--- config.mk ---
export PLATFORM = sky130hd
export DESIGN_NAME = message_send_with_retransmit
export DESIGN_NICKNAME = d
export VERILOG_FILES = /design/src/rtl/msr_pkg.sv /design/src/rtl/message_send_with_retransmit.sv
export SDC_FILE = /design/constraint.sdc
export NUM_CORES = 2
export LEC_CHECK = 0
export BUFFER_PORTS_ARGS = -buffer_cell sky130_fd_sc_hd__buf_2
export CAP_MARGIN = 15
export CORE_MARGIN = 10
export CORE_UTILIZATION = 55
export DETAILED_ROUTE_END_ITERATION = 12
export PLACE_DENSITY = 0.68
export SYNTH_ARGS = -nofsm -noshare
export SYNTH_HDL_FRONTEND = slang
export SYNTH_SLANG_ARGS = --single-unit
export TNS_END_PERCENT = 50
--- constraint.sdc ---
create_clock -name clk_i -period 10.1 [get_ports clk_i]
set_input_delay 0.505 -clock clk_i [delete_from_list [all_inputs] [get_ports clk_i]]
set_output_delay 0.505 -clock clk_i [all_outputs]
set_load 0.02 [all_outputs]
--- src/rtl/msr_pkg.sv ---
package msr_pkg;

  localparam int unsigned BUFFER_WORDS_DEF = 64;

  typedef enum logic [1:0] {
    CMD_LOAD     = 2'd0,
    CMD_START    = 2'd1,
    CMD_FEEDBACK = 2'd2,
    CMD_NONE     = 2'd3
  } cmd_e;

  typedef enum logic [1:0] {
    KIND_HEADER = 2'd0,
    KIND_BEAT   = 2'd1,
    KIND_DONE   = 2'd2,
    KIND_REJECT = 2'd3
  } kind_e;

  typedef enum logic [1:0] {
    TYPE_INT   = 2'd0,
    TYPE_FLOAT = 2'd1
  } elem_type_e;

  typedef enum logic [1:0] {
    ST_IDLE = 2'd0,
    ST_SEND = 2'd1,
    ST_WAIT = 2'd2
  } state_e;

endpackage

--- src/rtl/message_send_with_retransmit.sv ---
// channel  | direction | handshake          | payload
// ---------+-----------+--------------------+------------------------------------------
// request  | in        | in_valid_i / _o    | command, word_index, word_value,
//          |           | in_stall_o         | element_type, dest_rank, send_len, ok
// result   | out       | out_valid_o /      | result_kind, call_is_float, header_rank,
//          |           | out_stall_i        | header_count, beat_data, beat_last, count
//
// a load is written to the buffer at accept; a start puts the header in the output register
// at accept and then one beat per cycle follows while the output is not stalled, both words
// of a beat read at once from an even and an odd buffer bank.
// reset clears control only; the buffer has no reset and needs no clearing.
// output stalls hold the result register and, while beats are in flight, the sender.
module message_send_with_retransmit #(
  parameter int unsigned BUFFER_WORDS = msr_pkg::BUFFER_WORDS_DEF
) (
  input  logic        clk_i,
  input  logic        rst_ni,
  input  logic        in_valid_i,
  output logic        in_stall_o,
  input  logic [1:0]  command_i,
  input  logic [5:0]  word_index_i,
  input  logic [31:0] word_value_i,
  input  logic [1:0]  element_type_i,
  input  logic [31:0] dest_rank_i,
  input  logic [6:0]  send_len_i,
  input  logic        feedback_ok_i,
  output logic        out_valid_o,
  input  logic        out_stall_i,
  output logic [1:0]  result_kind_o,
  output logic        call_is_float_o,
  output logic [31:0] header_rank_o,
  output logic [6:0]  header_count_o,
  output logic [63:0] beat_data_o,
  output logic        beat_last_o,
  output logic [3:0]  sends_done_count_o
);
  import msr_pkg::*;

  localparam int unsigned BankWords = (BUFFER_WORDS + 1) / 2;
  localparam int unsigned BankAw    = (BankWords > 1) ? $clog2(BankWords) : 1;

  logic [31:0] mem_even [BankWords];
  logic [31:0] mem_odd  [BankWords];
  logic [31:0] rd_even_q, rd_odd_q;

  state_e      state_q, state_d;
  logic [6:0]  saved_count_q;
  logic [3:0]  done_cnt_q;
  logic [BankAw-1:0] beat_q;
  logic [BankAw-1:0] last_idx;
  logic        pend_q, pend_last_q, pend_odd_q;

  logic        out_valid_q;
  logic [1:0]  out_kind_q;
  logic        out_float_q;
  logic [31:0] out_rank_q;
  logic [6:0]  out_count_q;
  logic [63:0] out_data_q;
  logic        out_last_q;
  logic [3:0]  out_done_q;

  cmd_e        cmd;
  logic        accept, busy, out_free, take_pend, issue, issue_last;
  logic        is_load, load_ok, start_ok, start_bad, fb_ok, fb_retry;
  logic [BankAw-1:0] wr_addr, rd_addr;

  assign cmd      = cmd_e'(command_i);
  assign busy     = (state_q == ST_SEND) | pend_q;
  assign in_stall_o = busy | (out_valid_q & out_stall_i);
  assign accept   = in_valid_i & ~in_stall_o;
  assign out_free = ~out_valid_q | ~out_stall_i;
  assign take_pend = pend_q & out_free;
  assign last_idx = BankAw'((saved_count_q - 7'd1) >> 1);

  always_comb begin
    is_load   = accept & (cmd == CMD_LOAD);
    load_ok   = is_load & ({26'd0, word_index_i} < 32'(BUFFER_WORDS));
    start_ok  = 1'b0;
    start_bad = 1'b0;
    fb_ok     = 1'b0;
    fb_retry  = 1'b0;
    if (accept && cmd == CMD_START && state_q == ST_IDLE) begin
      if ((element_type_i != TYPE_INT && element_type_i != TYPE_FLOAT) ||
          send_len_i == 7'd0 || {25'd0, send_len_i} > 32'(BUFFER_WORDS)) begin
        start_bad = 1'b1;
      end else begin
        start_ok = 1'b1;
      end
    end
    if (accept && cmd == CMD_FEEDBACK && state_q == ST_WAIT) begin
      fb_ok    = feedback_ok_i;
      fb_retry = ~feedback_ok_i;
    end
  end

  always_comb begin
    state_d = state_q;
    unique case (state_q)
      ST_IDLE: if (start_ok) state_d = ST_SEND;
      ST_SEND: if (issue_last) state_d = ST_WAIT;
      ST_WAIT: begin
        if (fb_ok) state_d = ST_IDLE;
        else if (fb_retry) state_d = ST_SEND;
      end
      default: state_d = ST_IDLE;
    endcase
  end

  always_comb begin
    issue      = (state_q == ST_SEND) & (~pend_q | take_pend);
    issue_last = issue & (beat_q == last_idx);
    rd_addr    = beat_q;
    wr_addr    = BankAw'(word_index_i[5:1]);
  end

  // buffer banks
  always_ff @(posedge clk_i) begin
    if (load_ok && !word_index_i[0]) mem_even[wr_addr] <= word_value_i;
    if (load_ok && word_index_i[0])  mem_odd[wr_addr]  <= word_value_i;
    if (issue) begin
      rd_even_q <= mem_even[rd_addr];
      rd_odd_q  <= mem_odd[rd_addr];
    end
  end

  always_ff @(posedge clk_i or negedge rst_ni) begin
    if (!rst_ni) begin
      state_q       <= ST_IDLE;
      saved_count_q <= 7'd0;
      done_cnt_q    <= 4'd0;
      beat_q        <= '0;
      pend_q        <= 1'b0;
      out_valid_q   <= 1'b0;
    end else begin
      state_q <= state_d;
      if (start_ok) saved_count_q <= send_len_i;
      if (fb_ok) done_cnt_q <= done_cnt_q + 4'd1;
      if (start_ok || fb_retry) beat_q <= '0;
      else if (issue) beat_q <= beat_q + BankAw'(1);
      if (issue) pend_q <= 1'b1;
      else if (take_pend) pend_q <= 1'b0;
      if (take_pend || start_ok || start_bad || fb_ok) out_valid_q <= 1'b1;
      else if (!out_stall_i) out_valid_q <= 1'b0;
    end
  end

  always_ff @(posedge clk_i) begin
    if (issue) begin
      pend_last_q <= issue_last;
      pend_odd_q  <= saved_count_q[0];
    end
    if (take_pend || start_ok || start_bad || fb_ok) begin
      priority if (take_pend) begin
        out_kind_q  <= KIND_BEAT;
        out_float_q <= 1'b0;
        out_rank_q  <= 32'd0;
        out_count_q <= 7'd0;
        out_data_q  <= {(pend_last_q && pend_odd_q) ? 32'd0 : rd_odd_q, rd_even_q};
        out_last_q  <= pend_last_q;
        out_done_q  <= done_cnt_q;
      end else if (start_ok) begin
        out_kind_q  <= KIND_HEADER;
        out_float_q <= (element_type_i == TYPE_FLOAT);
        out_rank_q  <= dest_rank_i;
        out_count_q <= send_len_i;
        out_data_q  <= 64'd0;
        out_last_q  <= 1'b0;
        out_done_q  <= done_cnt_q;
      end else if (start_bad) begin
        out_kind_q  <= KIND_REJECT;
        out_float_q <= 1'b0;
        out_rank_q  <= 32'd0;
        out_count_q <= 7'd0;
        out_data_q  <= 64'd0;
        out_last_q  <= 1'b1;
        out_done_q  <= done_cnt_q;
      end else begin
        out_kind_q  <= KIND_DONE;
        out_float_q <= 1'b0;
        out_rank_q  <= 32'd0;
        out_count_q <= 7'd0;
        out_data_q  <= 64'd0;
        out_last_q  <= 1'b1;
        out_done_q  <= done_cnt_q + 4'd1;
      end
    end
  end

  assign out_valid_o        = out_valid_q;
  assign result_kind_o      = out_kind_q;
  assign call_is_float_o    = out_float_q;
  assign header_rank_o      = out_rank_q;
  assign header_count_o     = out_count_q;
  assign beat_data_o        = out_data_q;
  assign beat_last_o        = out_last_q;
  assign sends_done_count_o = out_done_q;

endmodule

==> flow_summary.toml <==
[finish]
area_delta_synth_final_pct = 13.38
fin_cells = 6387
layout-drive-gt1-share_pct = 27.52
final_area_sq_mm = 0.09615
fin_nets = 4250
nFillCells = 10210

[yosys]
synthFlopType = "edfxtp_1"
yosys.area_share.xor_xnor_pct = 0.1652
ys_top_cells_by_count = "2225 x edfxtp_1, 460 x mux4_2, 156 x mux2i_1, 114 x a221oi_1, 114 x nand2_1"
postSynthCellCount = 3788
synth_mux_area_share_pct = 14.12
synth_adder_area_share_pct = 0.04426
async_flop_share_pct = 0.8467
synth_top_family_by_area = "multiplexers"
ys_ff_latch = 2244
synth_top_cell_area_share_pct = 78.78
synth_top_cells_by_area = "edfxtp_1 79%, mux4_2 12%, mux2i_1 1.8%, a221oi_1 1.2%, o22ai_1 0.57%"
syn_nets = 3877
synth.avg_cell_area_sq_um = 22.39
syn_area_sq_mm = 0.08481
seq_area_frac_synth_pct = 79.34
synth_compound_area_share_pct = 2.675
synth_cell_type_count = 54
synth_warnings = 0
synth_edf_count = 2225
synth_top_area_cell = "edfxtp_1"
synth-simple-area-share_pct = 2.191
yosysMostFrequentCell = "edfxtp_1"

[timing]
tightest_slew_ns = 1.228
period_share_pct = 46.98
finClkSkew_ns = 0.02751
setup_violations = 0
period_needed_ns = 4.745
fin_tns_setup_ns = 0
hold_viol_final = 0
rsz0062_at_grt = "false"
maxSlewViolCount = 0
slew_headroom_pct = 18.12
max_freq_mhz = 210.7

[floorplanning]
core_area_sq_mm = 0.1537
rows = 144
pin_count = 199
die_y_um = 412.7
design.die.area_sq_mm = 0.1703
start_util_pct = 55.18
dieWidth_um = 412.7

[clocking]
cts_resized = 0
cts.path.max_buffers = 3
cts_tree = "built"
cts_buffers = 212
h-tree-depth = 4
clk_pin_slew_ns = 0.06
root_buffer = "clkbuf_16"
clk_latency_ns = 0.82
cts.sinks = 2244

[worst_setup_path]
worst_path_max_delay_cell = "nor4_2"
critical_path.startpoint_type = "flop"
r2r_end = "mem_odd[29][2]$_DFFE_PP_"
regToRegSetupSlack_ns = 5.35
path_delay_family = "simple AND/OR/NAND/NOR gates"
cpPeakStageDelay_ns = 0.89
path_buf_inv = 1
worstSetupEndpointType = "flop"
worstPathMaxFanout = 36
r2r_cells = 6
r2r_start = "out_valid_o$_DFFE_PN0P_"
crit_arrival_ns = 5.22
cp.required_ns = 10.57
critical_path_class = "flop to flop"
path_cells = "nand2_1 > nand4b_2 > nor4_2 > nand3_1 > nor2_4 > buf_4"

[hold_path]
hold_depth = 1
min_from = "word_value_i[29]"
hp-class = "input pin to flop"
min_to = "mem_even[21][29]$_DFFE_PP_"

[power_and_ir_drop]
p_total_w = 0.02489
ir_worst_vdd_mv = 0.2741
powerDensity_mw_per_mm2 = 258.9
power.leakage_nw = 30.39

[place]
placed_cell_area_sq_mm = 0.08867
gp_congestion = 0.7861
dp.cells = 5939
port_buffers = 198
place_hpwl_um = 112600

[grt]
gr-usage-all-layers_pct = 24.42
grt_pass1_vias = 41450
antenna_found_initial = 21
grt_first_pass_wirelength_um = 298100
grt_max_degree = 114
grt-ovfl-total = 0

[drt]
vias_per_cell = 6.421
post-route-drc-count = 0
dr.first_iter.drc_count = 5216
ant_nets = 0
vias = 41010
wl_um = 208200
dr.pass1.iters = 5
wire_per_inst_um = 32.59

[status]
status = "finished clean"

[flow_run]
maxCapViolations = 0
[flip-flops by register name, indices dropped and copies added (netlist names)]
name                cells
out_valid_o             1
call_is_float_o         1
beat_last_o             1
rd_odd_q               32
saved_count_q           6
state_q                 2
mem_odd              1024
pend_odd_q              1
sends_done_count_o      4
beat_q                  5
rd_even_q              32
header_count_o          7
result_kind_o           2
mem_even             1024
done_cnt_q              4
pend_last_q             1
pend_q                  1
header_rank_o          32
beat_data_o            64
[layout by cell type (no fill, tap or decap), types with 5 or more instances in the layout]
| cell type | count |
|---|---|
| nor3_1 | 21 |
| dfrtp_4 | 5 |
| clkbuf_16 | 218 |
| nand2_1 | 112 |
| clkinv_1 | 48 |
| bufinv_16 | 21 |
| o21ai_0 | 29 |
| mux2i_1 | 156 |
| o22ai_1 | 77 |
| buf_2 | 198 |
| clkinv_4 | 6 |
| edfxtp_1 | 2225 |
| dfrtp_1 | 14 |
| nor2_1 | 12 |
| nor2_4 | 66 |
| nand3_1 | 8 |
| dlygate4sd3_1 | 40 |
| mux2_2 | 5 |
| clkbuf_1 | 37 |
| o221ai_1 | 5 |
| mux4_2 | 460 |
| nor2b_1 | 6 |
| xor2_1 | 8 |
| diode_2 | 5 |
| nand2b_1 | 6 |
| a22oi_1 | 30 |
| xnor2_1 | 8 |
| clkinvlp_4 | 11 |
| and2_1 | 73 |
| buf_12 | 14 |
| a221oi_1 | 114 |
| and3_1 | 37 |
| buf_4 | 118 |
| nand3b_1 | 6 |
| a31oi_1 | 5 |
| clkinv_2 | 46 |
| a21oi_1 | 35 |
[what timing repair did]
| item | in CTS | in global routing |
|---|---|---|
| buffers inserted | 0 | 0 |
| hold buffers | 40 | 0 |
| endpoints found under the hold margin | 62 | 0 |
[worst max path at each step]
stage                                 start                        end  slack (ns)  depth (start not counted)
detailed placement              out_stall_i  mem_odd[29][30]$_DFFE_PP_        5.23                          7
global route        out_valid_o$_DFFE_PN0P_   mem_odd[29][8]$_DFFE_PP_        5.11                          6
floorplan                       out_stall_i     state_q[0]$_DFFE_PN0P_        5.04                          5
global placement                out_stall_i  mem_odd[25][20]$_DFFE_PP_        5.40                          7
CTS                 out_valid_o$_DFFE_PN0P_   mem_odd[29][2]$_DFFE_PP_        5.47                          6
finish              out_valid_o$_DFFE_PN0P_   mem_odd[29][2]$_DFFE_PP_        5.35                          6
[cell families (layout without fill, tap and decap cells)]
family          Yosys count  in the layout
compound gates          315            315
xor+xnor                 16             16
fa+ha+maj                 3              3
buf+inv                 218            768
flops                  2244           2244
mux                     621            621
other cells               0              5
simple gates            371            371
[report_power, final]
| group | internal, W | leakage [nW] | switching (W) |
|---|---|---|---|
| clock network | 0.00447 | 3.33 | 0.00333 |
| logic | 0.00242 | 6.73 | 0.00348 |
| registers | 0.0108 | 20.3 | 0.000391 |
| total | 0.0177 | 30.4 | 0.00720 |
[per-layer routing]
metal	up-vias	global-route usage [%]	wire length [um]
met3	352	6.838	22900
met4	12	7.384	6291
met1	21650	33.70	79390
li1	16760	-	-
met5	-	0	63
met2	2242	38.27	99540
[final cells by class]
class                      instances  area [sq um]  share of cell area, %
clock buffer                     255          5594                  5.818
sequential                      2244         67310                  70.00
tap                             2044          2557                  2.660
multi-input combinational       1326         16830                  17.50
inverter                           5         18.77                0.01952
clock inverter                   136          1219                  1.267
antenna                            5         12.51                0.01301
timing repair buffer             372          2613                  2.717
[stage by stage]
| stage | util, % | setup slack [ns] | hold WS (ns) |
|---|---|---|---|
| after global routing | 62.56 | 5.111 | 0.02963 |
| after detailed placement | 57.70 | 5.231 | 0.4850 |
| after CTS | 62.39 | 5.474 | 0.01142 |
| after global placement | 57.70 | 5.401 | 0.4797 |
| after floorplan | - | 5.040 | 0.2094 |
| final | 62.56 | 5.355 | 0.05044 |
[worst reg2reg max path, delay by kind of cell, from the launching register on]
kind / cells / cell delay, ns
buf+inv: 1 / 0.42
simple gates: 5 / 3.60
flops: 1 / 0.38
Power figures use the tool's default switching activity.
